$ cat src/rtl/core/rmf_pkg.sv
// Shared types and constants for the RGB 3x3 median filter.
// No dependencies.
package rmf_pkg;

  localparam int MAX_WIDTH    = 2048;
  localparam int MAX_HEIGHT   = 4096;
  localparam int CHANNEL_BITS = 8;
  localparam int PIX_BITS     = 3 * CHANNEL_BITS;
  localparam int COL_BITS     = $clog2(MAX_WIDTH);
  localparam int ROW_BITS     = $clog2(MAX_HEIGHT);
  localparam int WIDTH_BITS   = 12;
  localparam int HEIGHT_BITS  = 13;
  localparam int CFG_BITS     = 13;
  localparam int Q_DEPTH      = 4;
  localparam int Q_PTR_BITS   = $clog2(Q_DEPTH);

  localparam logic [WIDTH_BITS-1:0]  WIDTH_RESET  = WIDTH_BITS'(640);
  localparam logic [HEIGHT_BITS-1:0] HEIGHT_RESET = HEIGHT_BITS'(480);

  typedef enum logic {
    CFG_FRAME_WIDTH  = 1'b0,
    CFG_FRAME_HEIGHT = 1'b1
  } cfg_idx_t;

  typedef enum logic {
    OP_PIXEL = 1'b0,
    OP_DRAIN = 1'b1
  } op_t;

  typedef logic [PIX_BITS-1:0] pix_t;

  // One column of the window with the position flags of its result
  typedef struct packed {
    pix_t top;
    pix_t mid;
    pix_t bot;
    logic emit;
    logic row_first;
    logic row_last;
    logic col_first;
    logic col_last;
  } col_req_t;

endpackage

$ cat src/rtl/core/rmf_queue.sv
// Short request queue between the front end and the median back end.
// Depends on rmf_pkg.
module rmf_queue (
  input  logic              clk,
  input  logic              rst_n,
  input  logic              push,
  input  rmf_pkg::col_req_t push_data,
  output logic              full,
  input  logic              pop,
  output logic              not_empty,
  output rmf_pkg::col_req_t pop_data
);

  rmf_pkg::col_req_t              entry_r [rmf_pkg::Q_DEPTH];
  logic [rmf_pkg::Q_PTR_BITS-1:0] wr_ptr_r, rd_ptr_r;
  logic [rmf_pkg::Q_PTR_BITS:0]   count_r;

  assign full      = (count_r == (rmf_pkg::Q_PTR_BITS+1)'(rmf_pkg::Q_DEPTH));
  assign not_empty = (count_r != '0);
  assign pop_data  = entry_r[rd_ptr_r];

  // Store on push
  always_ff @(posedge clk) begin
    if (push) entry_r[wr_ptr_r] <= push_data;
  end

  // Advance pointers and count
  always_ff @(posedge clk) begin
    if (!rst_n) begin
      wr_ptr_r <= '0;
      rd_ptr_r <= '0;
      count_r  <= '0;
    end else begin
      if (push) wr_ptr_r <= wr_ptr_r + 1'b1;
      if (pop)  rd_ptr_r <= rd_ptr_r + 1'b1;
      if (push && !pop) count_r <= count_r + 1'b1;
      else if (pop && !push) count_r <= count_r - 1'b1;
    end
  end

endmodule

$ cat config.mk
export PLATFORM = sky130hd
export DESIGN_NAME = rmf_queue
export DESIGN_NICKNAME = d
export VERILOG_FILES = /design/src/rtl/core/rmf_pkg.sv /design/src/rtl/core/rmf_queue.sv
export SDC_FILE = /design/constraint.sdc
export NUM_CORES = 1
export LEC_CHECK = 0
export BUFFER_PORTS_ARGS = -buffer_cell sky130_fd_sc_hd__buf_2
export CAP_MARGIN = 20
export CORE_MARGIN = 2
export CORE_UTILIZATION = 40
export CTS_BUF_LIST = sky130_fd_sc_hd__clkbuf_16
export DETAILED_ROUTE_END_ITERATION = 6
export GPL_TIMING_DRIVEN = 0
export PLACE_DENSITY = 0.58
export RECOVER_POWER = 100
export SLEW_MARGIN = 25
export SYNTH_ARGS = -nofsm -noshare
export SYNTH_HDL_FRONTEND = slang
export SYNTH_SLANG_ARGS = --single-unit
export TNS_END_PERCENT = 5
$ cat constraint.sdc
create_clock -name clk -period 3.7 [get_ports clk]
set_input_delay 0.74 -clock clk [delete_from_list [all_inputs] [get_ports clk]]
set_output_delay 0.74 -clock clk [all_outputs]
set_load 0.05 [all_outputs]
==> impl_metrics.json <==
{
  "cp_data_arrival_time_ns": 2.43,
  "startpoint_type": "register",
  "wl_mm": 21.1,
  "max_freq_mhz": 316,
  "final.min_clock_period_ns": 3.17,
  "min_from": "push_data[8]",
  "core-area_um2": 28600,
  "cts_tree": "built",
  "dieArea_um2": 30400,
  "synth_compound_area_frac": 0.00108,
  "finalClockSkew_ns": 0.00763,
  "report.final.slew_viol_count": 144,
  "grt_overflow_total": 0,
  "placement_rows": 62,
  "setup_viol": 0,
  "ys_ff_latch": 317,
  "place_congestion": 0.672,
  "syn_area_per_cell_um2": 26.0,
  "synth.area.mux_share": 0.151,
  "layoutNonFillerInstCount": 1054,
  "clock_sinks": 317,
  "synth_xor_area_frac": 0.00378,
  "relSlewSlack": -0.473,
  "routedWlPerCell_um": 20.0,
  "drt_iter0_markers": 249,
  "ys_seq_area_frac": 0.813,
  "vias": 5227,
  "whs_ns": 0.500,
  "synth_top_area_share": 0.798,
  "io_pins": 160,
  "antenna_cells": 0,
  "drive_above_1_share": 0.258,
  "antenna_found_initial": 0,
  "die_y_um": 174,
  "fin_ws_ns": 0.532,
  "p_leak_nw": 4.42,
  "hp-class": "in2reg",
  "dp.cells": 993,
  "ys.warnings.count": 0,
  "peakVddDrop_mv": 0.418,
  "clkTransAtPathRegs_ns": 0.06,
  "cts_max_level": 2,
  "dp_hpwl_mm": 12.9,
  "power_density_nw_per_um2": 618,
  "cts.path.max_buffers": 3,
  "grt_max_degree": 43,
  "synthSimpleGateAreaFrac": 0.00799,
  "worstSetupEndpointType": "output port",
  "avgViaCountPerCell": 4.96,
  "netlist-cell-type-count": 21,
  "synth_top_flop_cell": "edfxtp_1",
  "worstSetupPathType": "reg2out",
  "tightest_slew_ns": 2.21,
  "reg2reg_slack_ns": 0.83,
  "violations": "max-capacitance violations, max-slew violations",
  "grt_pass1_vias": 5835,
  "gr-usage-all-layers": 0.143,
  "area_growth_pct": 20.1,
  "yosys.area.top_type": "edfxtp_1",
  "rsz0062_at_grt": "false",
  "postCtsHoldBufs": 0,
  "ant_nets": 0,
  "portBuffers": 159,
  "pre_cts_slack_ns": 1.22,
  "synth_top_family_by_area": "multiplexers",
  "cp_data_required_time_ns": 2.96,
  "fin_nets": 732,
  "whs_path_depth": 1,
  "post_cts_buffers": 0,
  "route.detailed.drc": 0,
  "syn_area_um2": 11600,
  "status": "complete, but fails checks",
  "multiInputGateArea_um2": 1990,
  "root_buffer": "clkbuf_16",
  "numCtsBuffers": 34,
  "fin_area_um2": 13900,
  "synth_cells": 446,
  "finalCritPeriodShare": 0.856,
  "synthTopCellsByArea": "edfxtp_1, mux4_2, dfxtp_1, buf_12, ha_1",
  "r2r_cells": 3,
  "grt_pass1_wl_mm": 32.9,
  "post_cts_resized": 0,
  "cp_max_fo": 10,
  "syn_nets": 533,
  "rr_endpoint": "entry_r[3][20]",
  "register_area_um2": 9430,
  "finalHoldViolCount": 0,
  "synthAdderAreaFrac": 0.00712,
  "async_reset_ff_frac": 0,
  "place_area_um2": 13000,
  "first_pass_iters": 4,
  "holdPathEnd": "entry_r[3][8]",
  "die_width_um": 174,
  "start_util": 0.405,
  "synth_edf_count": 308,
  "r2r-start": "wr_ptr_r[0]",
  "n_fill_cell": 2373,
  "clkLatencyLatePin_ns": 0.49,
  "max_cap_viol_count": 4
}
==> placed cells by master (no fill, tap or decap), drive strengths merged <==
master	count
or3	2
edfxtp	308
nor3b	1
ha	5
mux2i	2
clkbuf	170
xnor2	2
a21boi	1
dfxtp	9
xor2	3
nand2	1
bufinv	3
clkinvlp	2
and2	9
mux4	77
nor2b	2
clkinv	15
inv	8
buf	48
o21ai	1
fa	1
==> Yosys cell counts (3+ instances only) <==
library cell  count
edfxtp_1        308
and2_1            9
buf_12            4
inv_1             4
buf_2             5
mux4_2           77
xor2_1            3
ha_1              5
dfxtp_1           9
buf_4             4
clkbuf_1          4
==> flip-flops by register name, summed over array words and instances, names as in the netlist, named ones only <==
| name | count |
|---|---|
| count_r | 3 |
| wr_ptr_r | 2 |
| rd_ptr_r | 2 |
| entry_r | 308 |
==> kinds of logic (layout without fill, tap and decap cells) <==
group                    count (synthesis)  in the layout
multiplexers                            79             79
AO/OA/AOI/OAI                            2              2
XOR/XNOR                                 5              5
flip-flops                             317            317
adder cells (fa/ha/maj)                  6              6
AND/OR/NAND/NOR                         15             15
buffers and inverters                   22            246
==> where the power goes <==
group,leakage (nW),switching (W),total (W),internal [W]
registers,2.90,0.0000387,0.00417,0.00413
clock network,0.555,0.00126,0.00327,0.00200
logic,0.960,0.000830,0.00117,0.000339
total,4.42,0.00213,0.00860,0.00647
==> stage by stage <==
stage / TNS, ns / util / total power [W]
global placement: -280.36 / 0.450 / 0.00544
CTS: 0 / 0.492 / 0.00877
floorplan: 0 / - / 0.00513
finish: 0 / 0.486 / 0.00860
detailed placement: 0 / 0.454 / 0.00547
global route: 0 / 0.486 / 0.00894
==> per-layer routing <==
layer | share of wire | global-route usage | wire, um
met5 | 0 | 0 | 0
met4 | 0.018 | 0.0403 | 374
met3 | 0.058 | 0.0381 | 1210
met2 | 0.51 | 0.247 | 10600
met1 | 0.42 | 0.178 | 8830
==> final cells by class <==
| class | count | area share |
|---|---|---|
| Sequential cell | 317 | 0.677 |
| Multi-Input combinational cell | 107 | 0.143 |
| Clock buffer | 37 | 0.0665 |
| Timing Repair Buffer | 163 | 0.0536 |
| Tap cell | 384 | 0.0345 |
| Clock inverter | 24 | 0.0131 |
| Buffer | 18 | 0.0115 |
| Inverter | 4 | 0.00108 |
==> worst max path at each step <==
stage                   from        endpoint  slack, ns  cells after the start
detailed placement  register    pop_data[41]       1.22                      5
floorplan               push   entry_r[0][0]       0.72                      1
global placement        push  entry_r[2][18]      -0.92                      2
global route        register    pop_data[41]       0.32                      5
CTS                 register    pop_data[41]       0.68                      5
finish              register    pop_data[41]       0.53                      5
==> worst max-delay path: stages (launching register included) <==
cell and delay [ns]:
dfxtp_1 0.30, buf_2 0.17, clkbuf_1 0.48, buf_2 0.38, mux4_2 0.37, buf_2 0.23
(Power assumes the default switching activity.)
