**src/rtl/core/rmf_pkg.sv**
```systemverilog
// Shared types and constants for the RGB 3x3 median filter.
// No dependencies.
package rmf_pkg;

  localparam int MAX_WIDTH    = 2048;
  localparam int MAX_HEIGHT   = 4096;
  localparam int CHANNEL_BITS = 8;
  localparam int PIX_BITS     = 3 * CHANNEL_BITS;
  localparam int COL_BITS     = $clog2(MAX_WIDTH);
  localparam int ROW_BITS     = $clog2(MAX_HEIGHT);
  localparam int WIDTH_BITS   = 12;
  localparam int HEIGHT_BITS  = 13;
  localparam int CFG_BITS     = 13;
  localparam int Q_DEPTH      = 4;
  localparam int Q_PTR_BITS   = $clog2(Q_DEPTH);

  localparam logic [WIDTH_BITS-1:0]  WIDTH_RESET  = WIDTH_BITS'(640);
  localparam logic [HEIGHT_BITS-1:0] HEIGHT_RESET = HEIGHT_BITS'(480);

  typedef enum logic {
    CFG_FRAME_WIDTH  = 1'b0,
    CFG_FRAME_HEIGHT = 1'b1
  } cfg_idx_t;

  typedef enum logic {
    OP_PIXEL = 1'b0,
    OP_DRAIN = 1'b1
  } op_t;

  typedef logic [PIX_BITS-1:0] pix_t;

  // One column of the window with the position flags of its result
  typedef struct packed {
    pix_t top;
    pix_t mid;
    pix_t bot;
    logic emit;
    logic row_first;
    logic row_last;
    logic col_first;
    logic col_last;
  } col_req_t;

endpackage

```
**src/rtl/core/rmf_stream_if.sv**
```systemverilog


interface rmf_out_if;
  logic                               valid;
  logic                               ready;
  logic [rmf_pkg::CHANNEL_BITS-1:0]   red_out;
  logic [rmf_pkg::CHANNEL_BITS-1:0]   green_out;
  logic [rmf_pkg::CHANNEL_BITS-1:0]   blue_out;
  logic                               frame_last;
  modport source (output valid, red_out, green_out, blue_out, frame_last, input ready);
  modport sink   (input valid, red_out, green_out, blue_out, frame_last, output ready);
endinterface

```
**src/rtl/core/rmf_back.sv**
```systemverilog
// Back end: shifts the 3x3 window and registers the per-channel medians.
// Depends on rmf_pkg and rmf_stream_if.
module rmf_back (
  input  logic              clk,
  input  logic              rst_n,
  input  logic              not_empty,
  input  rmf_pkg::col_req_t pop_data,
  output logic              pop,
  rmf_out_if.source         out_ch
);

  typedef logic [8:0][rmf_pkg::CHANNEL_BITS-1:0] chan_win_t;

  rmf_pkg::pix_t win_r [9];
  logic          win_valid_r;
  logic          rf_r, rl_r, cf_r, cl_r;
  logic          move;
  logic [8:0]    mask;
  chan_win_t     rv, gv, bv;

  logic [rmf_pkg::CHANNEL_BITS-1:0] red_r, green_r, blue_r;
  logic                             last_r, out_valid_r;

  // Upper median of the masked values: rank by value, ties by position
  function automatic logic [rmf_pkg::CHANNEL_BITS-1:0] chan_med(
      input chan_win_t v, input logic [8:0] m);
    logic [3:0] n;
    logic [3:0] rank;
    logic [rmf_pkg::CHANNEL_BITS-1:0] res;
    n   = 4'($countones(m));
    res = '0;
    for (int i = 0; i < 9; i++) begin
      rank = '0;
      for (int j = 0; j < 9; j++) begin
        if (m[j] && (v[j] < v[i] || (v[j] == v[i] && j < i))) rank = rank + 1'b1;
      end
      if (m[i] && rank == (n >> 1)) res = v[i];
    end
    return res;
  endfunction

  assign move = win_valid_r && (!out_valid_r || out_ch.ready);
  assign pop  = not_empty && (!win_valid_r || move);

  // Shift the window on every popped column
  always_ff @(posedge clk) begin
    if (!rst_n) begin
      for (int k = 0; k < 9; k++) win_r[k] <= '0;
    end else if (pop) begin
      win_r[0] <= win_r[1];
      win_r[1] <= win_r[2];
      win_r[2] <= pop_data.top;
      win_r[3] <= win_r[4];
      win_r[4] <= win_r[5];
      win_r[5] <= pop_data.mid;
      win_r[6] <= win_r[7];
      win_r[7] <= win_r[8];
      win_r[8] <= pop_data.bot;
    end
  end

  always_ff @(posedge clk) begin
    if (!rst_n) begin
      win_valid_r <= 1'b0;
    end else if (pop) begin
      win_valid_r <= pop_data.emit;
    end else if (move) begin
      win_valid_r <= 1'b0;
    end
  end

  always_ff @(posedge clk) begin
    if (pop) begin
      rf_r <= pop_data.row_first;
      rl_r <= pop_data.row_last;
      cf_r <= pop_data.col_first;
      cl_r <= pop_data.col_last;
    end
  end

  // Drop out-of-image neighbors
  always_comb begin
    for (int y = 0; y < 3; y++) begin
      for (int x = 0; x < 3; x++) begin
        mask[y*3+x] = !((y == 0 && rf_r) || (y == 2 && rl_r) ||
                        (x == 0 && cf_r) || (x == 2 && cl_r));
      end
    end
    for (int k = 0; k < 9; k++) begin
      rv[k] = win_r[k][3*rmf_pkg::CHANNEL_BITS-1:2*rmf_pkg::CHANNEL_BITS];
      gv[k] = win_r[k][2*rmf_pkg::CHANNEL_BITS-1:rmf_pkg::CHANNEL_BITS];
      bv[k] = win_r[k][rmf_pkg::CHANNEL_BITS-1:0];
    end
  end

  // Output register
  always_ff @(posedge clk) begin
    if (!rst_n) begin
      out_valid_r <= 1'b0;
    end else if (move) begin
      out_valid_r <= 1'b1;
    end else if (out_ch.ready) begin
      out_valid_r <= 1'b0;
    end
  end

  always_ff @(posedge clk) begin
    if (move) begin
      red_r   <= chan_med(rv, mask);
      green_r <= chan_med(gv, mask);
      blue_r  <= chan_med(bv, mask);
      last_r  <= rl_r && cl_r;
    end
  end

  assign out_ch.valid      = out_valid_r;
  assign out_ch.red_out    = red_r;
  assign out_ch.green_out  = green_r;
  assign out_ch.blue_out   = blue_r;
  assign out_ch.frame_last = last_r;

endmodule

```
**src/flat_wrapper.sv**
```systemverilog
// flat-port wrapper written by rule: the top's interface ports become plain ports
module rmf_back_flat 
  (clk, rst_n, not_empty, pop_data, pop, out_ch_valid, out_ch_red_out, out_ch_green_out, out_ch_blue_out, out_ch_frame_last, out_ch_ready);
  rmf_out_if out_ch_i ();
  input  logic clk;
  input  logic rst_n;
  input  logic not_empty;
  input  rmf_pkg::col_req_t pop_data;
  output logic pop;
  output wire logic [$bits(out_ch_i.valid)-1:0] out_ch_valid;
  output wire logic [$bits(out_ch_i.red_out)-1:0] out_ch_red_out;
  output wire logic [$bits(out_ch_i.green_out)-1:0] out_ch_green_out;
  output wire logic [$bits(out_ch_i.blue_out)-1:0] out_ch_blue_out;
  output wire logic [$bits(out_ch_i.frame_last)-1:0] out_ch_frame_last;
  input wire logic [$bits(out_ch_i.ready)-1:0] out_ch_ready;
  assign out_ch_valid = out_ch_i.valid;
  assign out_ch_red_out = out_ch_i.red_out;
  assign out_ch_green_out = out_ch_i.green_out;
  assign out_ch_blue_out = out_ch_i.blue_out;
  assign out_ch_frame_last = out_ch_i.frame_last;
  assign out_ch_i.ready = out_ch_ready;
  rmf_back u_core (.clk(clk), .rst_n(rst_n), .not_empty(not_empty), .pop_data(pop_data), .pop(pop), .out_ch(out_ch_i));
endmodule
```
**config.mk**
```make
export PLATFORM = sky130hd
export DESIGN_NAME = rmf_back_flat
export DESIGN_NICKNAME = d
export VERILOG_FILES = /design/src/rtl/core/rmf_pkg.sv /design/src/rtl/core/rmf_stream_if.sv /design/src/rtl/core/rmf_back.sv /design/src/flat_wrapper.sv
export SDC_FILE = /design/constraint.sdc
export NUM_CORES = 2
export LEC_CHECK = 0
export BUFFER_PORTS_ARGS = -buffer_cell sky130_fd_sc_hd__buf_4
export CORE_MARGIN = 5
export CORE_UTILIZATION = 60
export DETAILED_ROUTE_END_ITERATION = 8
export GPL_ROUTABILITY_DRIVEN = 1
export GPL_TIMING_DRIVEN = 1
export PLACE_DENSITY = 0.88
export SLEW_MARGIN = 10
export SYNTH_ARGS = -nofsm -noshare
export SYNTH_HDL_FRONTEND = slang
export SYNTH_SLANG_ARGS = --single-unit
```
**constraint.sdc**
```tcl
create_clock -name clk -period 13.45 [get_ports clk]
set_clock_uncertainty 0.1 [all_clocks]
set_input_delay 0.6725 -clock clk [delete_from_list [all_inputs] [get_ports clk]]
set_output_delay 0.6725 -clock clk [all_outputs]
set_load 0.005 [all_outputs]
```
==> results.py <==
metrics = {
    "run_status": {
        "outcome": "complete, but fails checks",
        "violations": "DRC",
    },
    "cts": {
        "clk_path_buf_depth": 3,
        "postCtsHoldBufs": 0,
        "clk_pin_slew_ns": 0.06,
        "clk_latency_ns": 0.58,
        "post_cts.repair.setup_buffers": 0,
        "cts-root-buf": "clkbuf_16",
        "cts_num_sinks": 247,
        "cts_tree": "done",
        "cts_resized": 0,
        "cts_buffers": 35,
        "htreeDepth": 2,
    },
    "critical_path": {
        "start_kind": "flip-flop",
        "cp_slowest_stage_delay_ns": 0.84,
        "crit_slowest_cell": "or4b_1",
        "cp_common_cell": "ha_1",
        "r2r_cells": 37,
        "r2r-end": "u_core.out_ch.blue_out[5]",
        "crit_fanout": 17,
        "required_ns": 13.67,
        "critPathArrivalTime_ns": 8.97,
        "worstSetupPathType": "reg2reg",
        "crit_buf_inv": 4,
        "crit_path_end_kind": "flip-flop",
        "r2r-start": "u_core.win_r[0][25]",
        "ff2ff_setup_slack_ns": 4.70,
        "cp_top_family": "simple AND/OR/NAND/NOR gates",
    },
    "placed_design": {
        "dp_hpwl_um": 119000,
        "post-place-ws_ns": 4.87,
        "dpl_cell_area_mm2": 0.0491,
        "place.gp.congestion": 1.04,
        "portBuffers": 107,
    },
    "yosys": {
        "synth_edf_count": 245,
        "ys_types": 128,
        "synth_fp_nets": 6587,
        "yosys_most_used_dff": "edfxtp_1",
        "avgSynthCellArea_um2": 8.63,
        "syn_inst": 5446,
        "synth.yosys.seq_area_share_pct": 15.7,
        "syn_area_mm2": 0.0470,
        "async_flop_share_pct": 0,
        "ys.warnings.count": 0,
        "ys_ff_latch": 247,
    },
    "floorplanning": {
        "ios": 108,
        "fp-row-count": 102,
        "die_area_mm2": 0.0840,
        "initial_core_util_pct": 60.6,
        "die_height_um": 290,
        "core_mm2": 0.0776,
        "die_w_um": 290,
    },
    "grt": {
        "track_usage_pct": 35.3,
        "grt_max_degree": 97,
        "grt_pass1_wl_um": 239000,
        "antenna_found_initial": 1,
        "overflow": 0,
        "grt_pass1_vias": 43600,
    },
    "timing": {
        "fin_ws_ns": 4.70,
        "setup_violations": 0,
        "worst_slew_pin_slew_ns": 1.32,
        "rsz0062_at_grt": "false",
        "finalSetupTns_ns": 0,
        "min_period_ns": 8.75,
        "final-max-slew-violation-count": 0,
        "hold_viol": 0,
        "finalCritPeriodShare_pct": 65.1,
        "max_slew_margin_pct": 11.8,
        "fmax_mhz": 114,
    },
    "power": {
        "p_per_area_mw_per_mm2": 128,
        "p_leak_uw": 0.0229,
        "report.power.total_uw": 6430,
        "ir_drop_v": 0.0000820,
    },
    "final_layout": {
        "fin_nets": 6685,
        "final_core_util_pct": 64.8,
        "final_cell_area_mm2": 0.0503,
        "n_fill_cell": 6403,
        "layout_common_cells": "ha_1, a21oi_1, inv_1, nand2_1, nor2_1",
        "drive_above_1_share_pct": 7.00,
        "layout_commonest_cell": "ha_1",
        "synthToLayoutAreaGrowth_pct": 6.98,
    },
    "route": {
        "drt-initial-drc-count": 4845,
        "viasPerCell": 6.85,
        "drc": 1,
        "wl_per_cell_um": 23.8,
        "firstDrtPassIters": 9,
        "postRouteAntennaNets": 0,
        "vias": 45300,
        "routed_wl_um": 157000,
    },
    "hold_path": {
        "min_to": "u_core.rl_r",
        "min-delay-start": "pop_data[2]",
        "min_path_cells": 1,
        "worstHoldPathType": "in2reg",
    },
    "job": {
        "maxCapViolCount": 0,
    },
}
## how the worst max path moves through the flow
stage	from	end	slack, ns	depth (start not counted)
5_1_grt	u_core.win_r[0][25]	u_core.out_ch.blue_out[5]	4.04	37
6_report	u_core.win_r[0][25]	u_core.out_ch.blue_out[5]	4.70	37
3_5_place_dp	u_core.win_r[0][25]	u_core.out_ch.blue_out[5]	4.87	37
3_3_place_gp	u_core.win_r[0][25]	u_core.out_ch.blue_out[5]	4.93	37
4_1_cts	u_core.win_r[0][25]	u_core.out_ch.blue_out[5]	4.82	37
2_1_floorplan	u_core.win_r[0][41]	u_core.out_ch.red_out[6]	5.93	35
## cell usage after synthesis, drive strengths merged (25+ instances only)
cell type,instances,area (µm²)
ha,1056,13200
a21oi,419,2110
inv,408,1530
nand2,377,1420
nor2,330,1240
and2,266,1670
edfxtp,245,7360
o21ai,237,1190
xnor2,195,1780
nand4,162,1020
xor2,124,1090
a21o,101,758
nor2b,97,607
nor3,92,470
o211ai,90,676
nand3,84,425
nand2b,79,494
o21a,74,556
a211oi,69,588
clkbuf,65,244
xnor3,57,1290
a31oi,56,350
mux2i,45,450
and3,39,244
mux2,39,439
or3,39,244
buf,35,209
nor3b,33,269
o22ai,32,200
or2,27,171
a211o,25,219
## metrics by stage
step | hold WS (ns) | std cells
6_report | 0.185 | 6615
5_1_grt | 0.185 | 6611
4_1_cts | 0.166 | 6611
3_5_place_dp | 0.397 | 6547
3_3_place_gp | 0.394 | 6547
2_1_floorplan | 0.355 | 5446
## cell type report
type	instances	area (µm²)	share of cell area (%)
Tap cell	1040	1300	2.59
Multi-Input combinational cell	4690	37600	74.9
Clock inverter	27	280	0.557
Antenna cell	4	10.0	0.0199
Sequential cell	247	7400	14.7
Clock buffer	37	905	1.80
Timing Repair Buffer	161	1210	2.40
Inverter	409	1540	3.05
## flip-flops by register name, summed over array words and instances, names as in the netlist
name and count:
u_core.out_ch.green_out 8, u_core.rl_r 1, u_core.out_ch.red_out 8, u_core.cl_r 1, u_core.out_ch.blue_out 8, u_core.out_ch.valid 1
u_core.cf_r 1, u_core.rf_r 1, u_core.out_ch.frame_last 1, u_core.win_valid_r 1, u_core.win_r 216
## where the power goes
| group | internal [µW] | switching, µW | total [µW] | leakage [µW] |
|---|---|---|---|---|
| logic | 1860 | 2480 | 4340 | 0.0196 |
| clock network | 573 | 425 | 997 | 0.000573 |
| registers | 960 | 131 | 1090 | 0.00268 |
| total | 3390 | 3030 | 6430 | 0.0229 |
## metal layers
metal	track usage, %	routed length [µm]
met1	43.7	57800
met2	54.8	66100
met3	9.54	20800
met4	21.9	12600
met5	0	0
## kinds of logic after synthesis
family,count (synthesis),synth area share [%]
XOR/XNOR,396,9.85
multiplexers,85,1.94
AND/OR/NAND/NOR,1740,19.8
buffers and inverters,509,4.23
adder cells (fa/ha/maj),1060,28.3
AO/OA/AOI/OAI,1409,20.2
flip-flops,247,15.7
No activity file was read; power rests on OpenSTA's default activity.
